===== src/hdl/bpl_pkg.sv =====
`default_nettype none
package bpl_pkg;
  localparam int POINTS = 256;
  localparam int IDX_W = 8;
  localparam int LEN_W = 9;

  localparam logic [2:0] REG_POINTS = 3'd0;
  localparam logic [2:0] REG_LINEAR = 3'd1;
  localparam logic [2:0] REG_ACCUM  = 3'd2;
  localparam logic [2:0] REG_WRAP   = 3'd3;
  localparam logic [2:0] REG_NORM   = 3'd4;

  localparam logic CMD_WRITE  = 1'b0;
  localparam logic CMD_LOOKUP = 1'b1;

  typedef struct packed {
    logic        start;
    logic [63:0] dividend;
    logic [63:0] divisor;
  } div_req_t;

  typedef struct packed {
    logic        busy;
    logic        done;
    logic [63:0] quotient;
    logic [63:0] remainder;
  } div_rsp_t;

  function automatic logic signed [31:0] sat32(input logic signed [63:0] v);
    if (v > 64'sd2147483647) sat32 = 32'sh7fffffff;
    else if (v < -64'sd2147483648) sat32 = 32'sh80000000;
    else sat32 = v[31:0];
  endfunction
endpackage
`default_nettype wire


===== src/hdl/bpl_div.sv =====
`default_nettype none
// Unsigned restoring divider, one quotient bit per cycle.
module bpl_div import bpl_pkg::*; (
  input  wire logic     clk,
  input  wire logic     rst,
  input  wire div_req_t req,
  output div_rsp_t      rsp
);
  logic [63:0] quo;
  logic [63:0] rem;
  logic [63:0] dvs;
  logic [6:0]  count;
  logic        busy;
  logic        done;
  logic [64:0] trial;

  assign trial = {rem[63:0], quo[63]} - {1'b0, dvs};

  always_ff @(posedge clk) begin
    if (rst) begin
      busy <= 1'b0;
      done <= 1'b0;
      count <= '0;
    end else begin
      done <= 1'b0;
      if (req.start) begin
        busy <= 1'b1;
        count <= 7'd64;
      end else if (busy) begin
        count <= count - 7'd1;
        if (count == 7'd1) begin
          busy <= 1'b0;
          done <= 1'b1;
        end
      end
    end
  end

  always_ff @(posedge clk) begin
    if (req.start) begin
      quo <= req.dividend;
      rem <= '0;
      dvs <= req.divisor;
    end else if (busy) begin
      if (!trial[64]) begin
        rem <= trial[63:0];
        quo <= {quo[62:0], 1'b1};
      end else begin
        rem <= {rem[62:0], quo[63]};
        quo <= {quo[62:0], 1'b0};
      end
    end
  end

  assign rsp.busy = busy;
  assign rsp.done = done;
  assign rsp.quotient = quo;
  assign rsp.remainder = rem;
endmodule
`default_nettype wire


===== config.mk =====
export PLATFORM = sky130hd
export DESIGN_NAME = bpl_div
export DESIGN_NICKNAME = d
export VERILOG_FILES = /design/src/hdl/bpl_pkg.sv /design/src/hdl/bpl_div.sv
export SDC_FILE = /design/constraint.sdc
export NUM_CORES = 1
export LEC_CHECK = 0
export ABC_AREA = 1
export ABC_CLOCK_PERIOD_IN_PS = 4100
export BUFFER_PORTS_ARGS = -buffer_cell sky130_fd_sc_hd__buf_4
export CAP_MARGIN = 30
export CELL_PAD_IN_SITES_DETAIL_PLACEMENT = 1
export CELL_PAD_IN_SITES_GLOBAL_PLACEMENT = 1
export CORE_ASPECT_RATIO = 0.6
export CORE_MARGIN = 4
export CORE_UTILIZATION = 43
export CTS_CLUSTER_SIZE = 14
export DETAILED_ROUTE_END_ITERATION = 12
export GPL_TIMING_DRIVEN = 0
export PLACE_DENSITY = 0.87
export REMOVE_ABC_BUFFERS = 1
export SLEW_MARGIN = 0
export SYNTH_ARGS = -nofsm -noshare
export SYNTH_HDL_FRONTEND = slang
export SYNTH_SLANG_ARGS = --single-unit

===== constraint.sdc =====
create_clock -name clk -period 4.1 [get_ports clk]
set_clock_uncertainty 0.2 [all_clocks]
set_input_delay 0.41 -clock clk [delete_from_list [all_inputs] [get_ports clk]]
set_output_delay 0.41 -clock clk [all_outputs]
set_load 0.05 [all_outputs]

======== Word level (Yosys, flattened, before mapping) ========
Cells that the tools add are included.
operators by class
  add/sub/neg operators ................... 2
  eq/ne operators ......................... 1
  multiplexer cells ....................... 10
  bitwise gates (word level) .............. 1
  reduce and logical (&&, ||, !) cells .... 3
operators with widths
  kind                                                 count
  two-way mux 64 bit                                   3
  subtractor 65 x 64 -> 65 bit                         1
  two-way mux 7 bit                                    2
  equality test 7 x 1 -> 1 bit, second input constant  1
  subtractor 7 x 1 -> 7 bit, second input constant     1
  two-way mux 1 bit                                    5
  OR reduction 3 bit                                   1
  nonzero test 2 bit                                   1
  OR reduction 2 bit                                   1
  inverter 1 bit                                       1
storage, ports and cells
  register bits after elaboration ......... 201
  output and inout port bits .............. 130

======== Longest topological paths before layout ========
Gate-level depths: netlist of the first run.
  depth in word-level cells ............... 4
  depth in mapped cells ................... 21

======== Worst setup path after synthesis of the first run ========
No wires, ideal clock.
  kind .................................... register to register
  from .................................... reg quo[63]
  to ...................................... reg quo[0], data pin
  setup time .............................. 265 ps
  arrival ................................. 2639 ps
  required time ........................... 3635 ps
  path slack .............................. 996 ps
  stages on the path, launching flop included .. 20
  cell sequence ........................... edfxtp_1 -> inv_1 -> ha_1 -> fa_1 -> inv_1 -> nand2_1 -> nand2_1 -> nand3_1 -> nand2_2 -> nand2_1 -> nand2_2 -> nand2_2 -> nand2_2 -> nand2_2 -> nand2_2 -> nand2_1 -> nand2_2 -> buf_6 -> buf_6 -> o21ai_1
between the ends
  word-level cells in the longest chain between the ends .. 4
ends and longest elaborated chain
  what                          RTL line       text
  from (decl)                   bpl_div.sv:9   logic [63:0] quo;
  from (signal assigned)        bpl_div.sv:41  quo <= req.dividend;
  from (signal assigned)        bpl_div.sv:47  quo <= {quo[62:0], 1'b1};
  from (signal assigned)        bpl_div.sv:50  quo <= {quo[62:0], 1'b0};
  subtractor 65 x 64 -> 65 bit  bpl_div.sv:17  assign trial = {rem[63:0], quo[63]} - {1'b0, dvs};
  two-way mux 1 bit             bpl_div.sv:45  if (!trial[64]) begin
  two-way mux 64 bit            bpl_div.sv:44  end else if (busy) begin
  two-way mux 64 bit            bpl_div.sv:40  if (req.start) begin
No other way between the ends. The select of a mux whose other input is x is not followed.
A chain may end at the register's enable or synchronous reset.

======== Worst setup path after layout of the first run ========
  from .................................... reg quo[63]
  to ...................................... reg rem[31]
between the ends
  word-level cells in the longest chain between the ends .. 2
ends and longest elaborated chain
  what                          RTL line       text
  subtractor 65 x 64 -> 65 bit  bpl_div.sv:17
  two-way mux 64 bit            bpl_div.sv:45
  to (signal assigned)          bpl_div.sv:46  rem <= trial[63:0];
  to (signal assigned)          bpl_div.sv:49  rem <= {rem[62:0], quo[63]};
  to (decl)                     bpl_div.sv:10  logic [63:0] rem;
No other way between the ends.

==> flow_summary_export.csv, run 1 <==
group,metric,value,unit
sta,worstMarginPinSlew,1.05,ns
clock_network,cts_buffer_depth,3,
cells_and_area,nFillCells,4498,
global_route,first_global_vias,17400,
route,firstDrtPassIters,5,
flow_run,cap_violations,0,
cells_and_area,multi_input_area,7290,sq um
clock_network,cts_num_sinks,201,
sta,drv_slew,0,
setup_path,arrival,4.09,ns
pwr,power_density,298,nW/um^2
cells_and_area,final_common_cell,"nand2_1",
setup_path,cp_max_fo,39,
cells_and_area,fin_area,19200,sq um
cells_and_area,area_growth,30.3,%
sta,hold_viol,0,
cells_and_area,final-seq-area,5310,sq um
sta,slew_headroom,0.297,
global_route,grt_usage,0.379,
cells_and_area,nets,2880,
route,drt_drc_violations_left,0,
clock_network,cts-root-buf,"clkbuf_16",
placement,dp_hpwl,48.2,mm
route,vias,16700,
pwr,peakVddDrop,366,uV
sta,fin_crit,3.84,ns
route,drt-wirelength-per-cell,22.8,um
logic_synthesis,ys_ff_latch,201,
clock_network,cts_made_buffers,23,
clock_network,insertion_delay,0.56,ns
clock_network,clk_transition_reported_paths,0.08,ns
cells_and_area,antennaDiodeCount,0,
setup_path,startpoint_type,"flip-flop",
floorplanning,rows,52,
clock_network,cts_tree,"yes",
floorplanning,coreArea,33800,sq um
setup_path,max_stage_delay,0.42,ns
route,post_drt_via_cell_ratio,5.28,
cells_and_area,instances_no_fill,3158,
floorplanning,die_w,247,um
logic_synthesis,synth_warnings,0,
setup_path,cp-end-kind,"flip-flop",
sta,setup_viol,0,
floorplanning,die_h,151,um
global_route,grt_pass1_wl,106,mm
logic_synthesis,yosysSeqAreaShare,0.360,
logic_synthesis,synth_cells,2305,
global_route,overflow,0,
floorplanning,io_pins,261,
logic_synthesis,ys_top_cells_by_area,"nand2_1 27%, edfxtp_1 26%, inv_1 13%",
sta,fin_setup_tns,0,ns
setup_path,path_buf_inv,3,
logic_synthesis,synthDominantCellAreaShare,0.270,
route,drt_iter0_drc,1598,
setup_path,crit_chain,"inv_1 > ha_1 > fa_1 > inv_1 > nand2_1 > nand2_1 > nand3_1 > nand2_2 > nand2_1 > nand2_2 > nand2_2 > nand2_2 > nand2_2 > nand2_2 > nand2_1 > nand2_8 > buf_16 > nand2_1 > nand3_1 > nand2_1",
outcome,status,"finished clean",
logic_synthesis,synth_top_area_cell,"nand2_1",
clock_network,post_cts_buffers,0,
global_route,antenna_found_initial,0,
sta,period_share,0.936,
logic_synthesis,synth_area,14700,sq um
sta,max_clock_freq,261,MHz
setup_path,reg2reg_slack,0.26,ns
sta,rsz0062_at_grt,"false",
setup_path,cp_data_required_time,4.35,ns
placement,place_inst,2988,
route,drtAntennaViolNets,0,
clock_network,h-tree-depth,1,
placement,port-buffer-count,260,
placement,gp_congestion,0.963,
setup_path,crit_slowest_cell,"fa_1",
global_route,grt_max_degree,96,
logic_synthesis,synth_cell_type_count,35,
hold_path,hold_path_class,"primary input to flip-flop",
route,totalWireLength,72.1,mm
pwr,leakage,10.7,nW
setup_path,crit_type,"flip-flop to flip-flop",
setup_path,path_delay_family,"simple AND/OR/NAND/NOR gates",
sta,timing.hold.ws,0.0897,ns
cells_and_area,mostFrequentLayoutCells,"1062 x nand2_1, 492 x inv_1, 259 x buf_4",
placement,place_area,17200,sq um
cells_and_area,fin_util,0.569,
logic_synthesis,avgSynthCellArea,6.40,sq um
floorplanning,die_area,37400,sq um
cells_and_area,drive_above_1_share,0.144,
floorplanning,start_util,0.437,
## cell type report
class	instances	share of cell area
Multi-Input combinational cell	1547	0.379
Clock inverter	11	0.00378
Tap cell	459	0.0299
Sequential cell	201	0.276
Clock buffer	31	0.0331
Timing Repair Buffer	396	0.178
Inverter	513	0.100
## logic make-up (layout without fill, tap and decap cells)
logic type | count (synthesis) | count (layout) | synth area share
xor gates and xnor gates | 32 | 32 | 0.0190
adders and majority gates | 67 | 67 | 0.0574
buffers and inverters | 557 | 951 | 0.148
AOI/OAI and AO/OA | 69 | 69 | 0.0247
DFF | 201 | 201 | 0.360
and+or+nand+nor | 1379 | 1379 | 0.391
## power breakdown
group	leakage [nW]	switching, mW	internal (mW)
Clock	0.349	1.05	1.10
Sequential	1.87	0.0856	2.30
Combinational	8.46	0.785	0.397
Total	10.7	1.92	3.80
## through the flow
step	power (mW)	setup WS (ns)
2_1_floorplan	2.98	-0.994
3_3_place_gp	3.36	-5.78
3_5_place_dp	3.41	0.326
4_1_cts	5.54	0.280
5_1_grt	5.86	0.0875
6_report	5.72	0.263
## cell usage after synthesis (all sizes together)
cell type and instances:
nand2 1095, inv 507, edfxtp 128, nand3 128, nor2 118, dfxtp 73, ha 66, a21oi 51
xnor2 26, clkbuf 23, buf 21, nor3 14, o21ai 14, nand4 9, nand3b 8, clkinv 6
xor2 6, nor4 5, o21bai 3, and3 2, a31o 1, fa 1
## flip-flops by register name (all words and copies together) (netlist names)
register,count
done,1
count,7
dvs,64
rem,64
quo,64
busy,1
## what timing repair did
item / in CTS / in global routing
endpoints found under the setup margin: 0 / 15
hold endpoints to repair: 130 / 0
resized for setup: 0 / 2
hold buffers: 128 / 0
## layer usage
layer / global-route usage / part of all wire
met1: 0.517 / 0.44
met2: 0.595 / 0.43
met4: 0.135 / 0.042
met3: 0.0840 / 0.090
met5: 0 / 0
## path summary, 6_finish.rpt
kind	startpoint	to	cells past startpoint
max	quo[63]	rem[31]	20
min	req[128]	dvs[43]	1
max reg2reg	quo[63]	rem[31]	20
min reg2reg	count[5]	count[5]	2
## worst register-to-register path, cell delays in order (launching register included)
cell	delay, ns
edfxtp_1	0.36
inv_1	0.09
ha_1	0.23
fa_1	0.42
inv_1	0.12
nand2_1	0.07
nand2_1	0.07
nand3_1	0.09
nand2_2	0.12
nand2_1	0.08
nand2_2	0.23
nand2_2	0.08
nand2_2	0.17
nand2_2	0.12
nand2_2	0.09
nand2_1	0.13
nand2_8	0.24
buf_16	0.34
nand2_1	0.28
nand3_1	0.15
nand2_1	0.05
No activity file was read; power rests on OpenSTA's default activity.
==> run 2: changes to the inputs <==
- MAX_ROUTING_LAYER: default -> met4
==> run 2 against run 1 <==
  * Final cell count is essentially flat
  * Register-to-register slack lost 0.08 ns
  * First-iteration DRC count shrank 11%
  * Global-route usage grew 1.6 points
  * Maximum frequency shrank 2.0%
  * Largest power group unchanged
==> flow_summary_export.csv, run 2 (synthesized netlist as in run 1, its figures left out) <==
group,metric,value,unit
outcome,status,"finished clean",
setup_path,path_buf_inv,2,
route,drt_iter0_drc,1417,
route,post_drt_via_cell_ratio,5.33,
flow_run,cap_violations,0,
cells_and_area,instances_no_fill,3161,
clock_network,cts-root-buf,"clkbuf_16",
floorplanning,die_area,37400,sq um
cells_and_area,drive_above_1_share,0.145,
clock_network,cts_num_sinks,201,
setup_path,cp-end-kind,"flip-flop",
clock_network,clk_transition_reported_paths,0.09,ns
pwr,power_density,305,nW/um^2
setup_path,startpoint_type,"flip-flop",
pwr,leakage,10.7,nW
cells_and_area,nets,2880,
route,totalWireLength,72.6,mm
setup_path,reg2reg_slack,0.18,ns
hold_path,hold_path_class,"primary input to flip-flop",
setup_path,worstSetupPathDepth,16,
setup_path,crit_chain,"inv_1 > ha_1 > nand2_1 > nor2_1 > nand2_1 > nor2_4 > nand2_2 > nand2_2 > nand2_2 > nand2_2 > nand2_1 > nand2_8 > buf_16 > nand2_1 > nand3_1 > nand2_1",
placement,port-buffer-count,260,
cells_and_area,multi_input_area,7290,sq um
cells_and_area,fin_area,19300,sq um
clock_network,insertion_delay,0.55,ns
setup_path,arrival,4.14,ns
setup_path,path_delay_family,"simple AND/OR/NAND/NOR gates",
setup_path,max_stage_delay,0.54,ns
sta,setup_viol,0,
floorplanning,start_util,0.437,
placement,dp_hpwl,48.4,mm
setup_path,crit_type,"flip-flop to flip-flop",
route,drtAntennaViolNets,0,
cells_and_area,mostFrequentLayoutCells,"1062 x nand2_1, 492 x inv_1, 259 x buf_4",
clock_network,cts_tree,"yes",
sta,hold_viol,0,
setup_path,cp_max_fo,39,
route,drt_drc_violations_left,0,
clock_network,cts_made_buffers,22,
cells_and_area,reg_top3,"dvs (64), quo (64), rem (64)",
floorplanning,rows,52,
route,vias,16800,
floorplanning,die_w,247,um
clock_network,cts_buffer_depth,3,
sta,fin_crit,3.92,ns
setup_path,cp_data_required_time,4.32,ns
setup_path,reg2regPathDepth,16,
cells_and_area,nFillCells,4488,
sta,max_clock_freq,255,MHz
sta,worstMarginPinSlew,1.04,ns
cells_and_area,final-seq-area,5310,sq um
setup_path,crit_top_cell,"nand2_1",
placement,place_inst,2988,
global_route,overflow,0,
floorplanning,die_h,151,um
sta,period_share,0.955,
setup_path,r2r_start,"dvs[19]",
global_route,antenna_found_initial,4,
placement,place_area,17200,sq um
global_route,first_global_vias,17600,
global_route,grt_usage,0.394,
floorplanning,io_pins,261,
setup_path,crit_start,"dvs[19]",
setup_path,crit_end,"rem[34]",
sta,slew_headroom,0.303,
global_route,grt_pass1_wl,107,mm
pwr,peakVddDrop,383,uV
clock_network,h-tree-depth,1,
sta,drv_slew,0,
route,firstDrtPassIters,5,
route,drt-wirelength-per-cell,23.0,um
cells_and_area,final_common_cell,"nand2_1",
cells_and_area,area_growth,30.9,%
placement,gp_congestion,1.01,
global_route,grt_max_degree,96,
setup_path,crit_slowest_cell,"nor2_1",
sta,rsz0062_at_grt,"false",
setup_path,timing.rr.end,"rem[34]",
pwr,p_total,5.90,mW
floorplanning,coreArea,33800,sq um
-- run 2: cell count changes in the layout (fill, tap and decap cells not counted), sizes merged --
cell and delta:
bufinv +4, diode +4, clkinv -3, clkbuf -2
clkinvlp +1, inv -1
-- run 2: final cells by class --
class | instances | share of cell area
inverter | 513 | 0.0998
tap | 459 | 0.0298
multi-input combinational | 1547 | 0.377
sequential | 201 | 0.275
antenna | 4 | 0.000519
clock inverter | 12 | 0.00882
clock buffer | 28 | 0.0318
timing repair buffer | 397 | 0.177
-- run 2: layer usage --
layer  up-vias  wire length (um)  GRT usage
met2       813             31000      0.592
met1      8171             31400      0.508
met3       222              6930      0.108
met4         0              3300      0.155
met5         -                 0          -
li1       7630                 -          -
-- run 2: what timing repair did --
action	CTS	global route
resized for setup	0	2
buffers inserted	0	0
setup endpoints to repair	0	32
endpoints found under the hold margin	131	0
hold buffers	128	0
-- run 2: where the power goes --
group / switching (mW) / leakage, nW / internal [mW] / total [mW]
Sequential: 0.0847 / 1.87 / 2.30 / 2.39
Clock: 1.01 / 0.381 / 1.32 / 2.33
Combinational: 0.779 / 8.47 / 0.397 / 1.18
Total: 1.88 / 10.7 / 4.02 / 5.90
-- run 2: how the worst min path moves through the flow --
stage	start	endpoint	slack (ns)	cells after the start
after global placement	count[5]	count[5]	0.27	2
final	req[77]	quo[13]	0.04	3
after floorplan	count[5]	count[5]	0.24	2
after CTS	req[77]	quo[13]	0.005	3
after detailed placement	count[5]	count[5]	0.28	2
after global routing	req[77]	quo[13]	0.02	3
-- run 2: stage by stage --
step	hold slack (ns)	setup TNS (ns)	setup WS, ns	utilization
6_report	0.0375	0	0.184	0.572
5_1_grt	0.0215	0	0.0708	0.572
4_1_cts	0.00526	0	0.302	0.571
3_5_place_dp	0.279	0	0.338	0.510
3_3_place_gp	0.270	-513.22	-5.74	0.504
2_1_floorplan	0.244	-63.60	-0.994	-
-- run 2: worst register-to-register path, cell delays in order, from the launching register on --
cell and delay, ns:
edfxtp_1 0.37, inv_1 0.08, ha_1 0.40, nand2_1 0.16, nor2_1 0.54, nand2_1 0.27
nor2_4 0.17, nand2_2 0.06, nand2_2 0.16, nand2_2 0.14, nand2_2 0.11, nand2_1 0.13
nand2_8 0.24, buf_16 0.33, nand2_1 0.19, nand3_1 0.13, nand2_1 0.12
==> run 3: changes to the inputs <==
==> constraint.sdc (replaced) <==
create_clock -name clk -period 4.1 [get_ports clk]
set_clock_uncertainty 0.2 [all_clocks]
set_input_delay 0.615 -clock clk [delete_from_list [all_inputs] [get_ports clk]]
set_output_delay 0.615 -clock clk [all_outputs]
set_load 0.05 [all_outputs]
==> run 3 against run 2 <==
  * Core utilization down 3.9 points
  * Global-route usage down 6.4 points
  * Routed wire length down 17%
  * Sequential share of layout area up 2.0 points
  * Worst hold slack about the same
  * Worst setup slack better by 0.065 ns
  * Final cell count down 4.2%
  * Cell area down 6.8%
  * Clock power down 3%
  * Critical path depth unchanged
  * Critical endpoint is now rem[31]
==> flow_summary_export.csv, run 3 (synthesized netlist as in run 1, its figures left out) <==
group,metric,value,unit
cells_and_area,mostFrequentLayoutCells,"1062 x nand2_1, 492 x inv_1, 259 x buf_4",
pwr,peakVddDrop,333,uV
cells_and_area,antennaDiodeCount,0,
cells_and_area,final-seq-area,5310,sq um
floorplanning,die_w,247,um
global_route,first_global_vias,15400,
clock_network,cts_made_buffers,22,
global_route,grt_max_degree,96,
sta,hold_viol,0,
floorplanning,die_area,37400,sq um
floorplanning,coreArea,33800,sq um
clock_network,holdBufCountCts,0,
global_route,grt_usage,0.330,
hold_path,hold_path_class,"primary input to flip-flop",
route,vias,15300,
outcome,status,"finished clean",
pwr,p_sw,1.70,mW
global_route,antenna_found_initial,0,
placement,place_inst,2988,
global_route,overflow,0,
pwr,combPwrFrac,0.180,
flow_run,cap_violations,0,
setup_path,startpoint_type,"flip-flop",
route,post_drt_via_cell_ratio,5.06,
pwr,switching_share,0.301,
route,firstDrtPassIters,5,
pwr,leakage,10.2,nW
cells_and_area,drive_above_1_share,0.151,
cells_and_area,final_common_cell,"nand2_1",
placement,dp_slack,0.338,ns
sta,slew_headroom,0.319,
setup_path,cp_data_required_time,4.33,ns
route,drt-wirelength-per-cell,19.8,um
sta,setup_viol,0,
sta,period_share,0.939,
cells_and_area,area_growth,22.1,%
setup_path,crit_type,"flip-flop to flip-flop",
route,drt_drc_violations_left,0,
cells_and_area,reg_top3,"dvs (64), quo (64), rem (64)",
floorplanning,io_pins,261,
placement,gp_congestion,1.01,
sta,drv_slew,0,
sta,final.setup.worst_slack,0.249,ns
sta,fin_crit,3.85,ns
cells_and_area,multi_input_area,7280,sq um
placement,port-buffer-count,260,
cells_and_area,nFillCells,4557,
setup_path,cp-end-kind,"flip-flop",
sta,worstMarginPinSlew,1.01,ns
sta,max_clock_freq,260,MHz
pwr,p_total,5.63,mW
pwr,power_density,313,nW/um^2
route,drt_iter0_drc,1141,
floorplanning,rows,52,
clock_network,insertion_delay,0.55,ns
sta,timing.hold.ws,0.0378,ns
clock_network,cts_tree,"yes",
cells_and_area,instances_no_fill,3028,
pwr,p_int,3.93,mW
clock_network,cts_num_sinks,201,
sta,rsz0062_at_grt,"false",
setup_path,arrival,4.08,ns
clock_network,h-tree-depth,1,
route,drtAntennaViolNets,0,
global_route,grt_pass1_wl,90.6,mm
pwr,seqPwrFrac,0.420,
clock_network,post_cts_buffers,0,
floorplanning,start_util,0.437,
cells_and_area,nets,2751,
clock_network,clk_transition_reported_paths,0.08,ns
route,totalWireLength,60.0,mm
placement,dp_hpwl,48.4,mm
floorplanning,die_h,151,um
setup_path,cp_max_fo,39,
clock_network,cts-root-buf,"clkbuf_16",
clock_network,cts_buffer_depth,3,
pwr,power_frac_clock,0.400,
==> run 3: path summary, 6_finish.rpt <==
check	cells after the start	startpoint	slack, ns	endpoint
max	16	dvs[19]	0.25	rem[31]
min	1	req[13]	0.04	dvs[13]
max reg2reg	16	dvs[19]	0.25	rem[31]
min reg2reg	2	count[5]	0.29	count[5]
==> run 3: power by group through the flow <==
stage / Combinational (mW) / Clock [mW] / Sequential, mW
after floorplan: 0.350 / 0 / 2.63
after global placement: 0.954 / 0 / 2.40
after detailed placement: 1.00 / 0 / 2.41
after CTS: 1.01 / 2.29 / 2.37
after global routing: 1.09 / 2.37 / 2.38
final: 1.01 / 2.25 / 2.36
==> run 3: per-layer routing <==
metal / routed length, um / vias up / GRT usage
li1: - / 7363 / -
met1: 29400 / 7416 / 0.485
met2: 24100 / 477 / 0.461
met3: 5270 / 78 / 0.0812
met4: 1210 / 0 / 0.0592
met5: 0 / - / -
==> run 3: critical path, cell delays in order, from the launching register on <==
cell and delay, ns:
edfxtp_1 0.34, inv_1 0.07, ha_1 0.40, nand2_1 0.14, nor2_1 0.53, nand2_1 0.26
nor2_4 0.17, nand2_2 0.06, nand2_2 0.16, nand2_2 0.13, nand2_2 0.10, nand2_1 0.09
nand2_4 0.34, buf_16 0.36, nand2_1 0.09, nand3_1 0.18, nand2_1 0.07
==> run 3: area by class of cell <==
| cell class | count | share of cell area |
|---|---|---|
| multi-input combinational | 1547 | 0.404 |
| clock buffer | 28 | 0.0341 |
| sequential | 201 | 0.295 |
| clock inverter | 12 | 0.00945 |
| tap | 459 | 0.0319 |
| inverter | 513 | 0.107 |
| timing repair buffer | 268 | 0.118 |
==> run 3: repair_timing <==
action,in CTS,in global routing
gates resized for setup,0,1
endpoints found under the hold margin,0,0
endpoints found under the setup margin,0,6
==> run 3: stage by stage <==
stage	setup TNS [ns]	util	cell area, sq um
2_1_floorplan	-64.05	-	14500
3_3_place_gp	-544.35	0.504	17000
3_5_place_dp	0	0.510	17200
4_1_cts	0	0.533	18000
5_1_grt	0	0.533	18000
6_report	0	0.533	18000
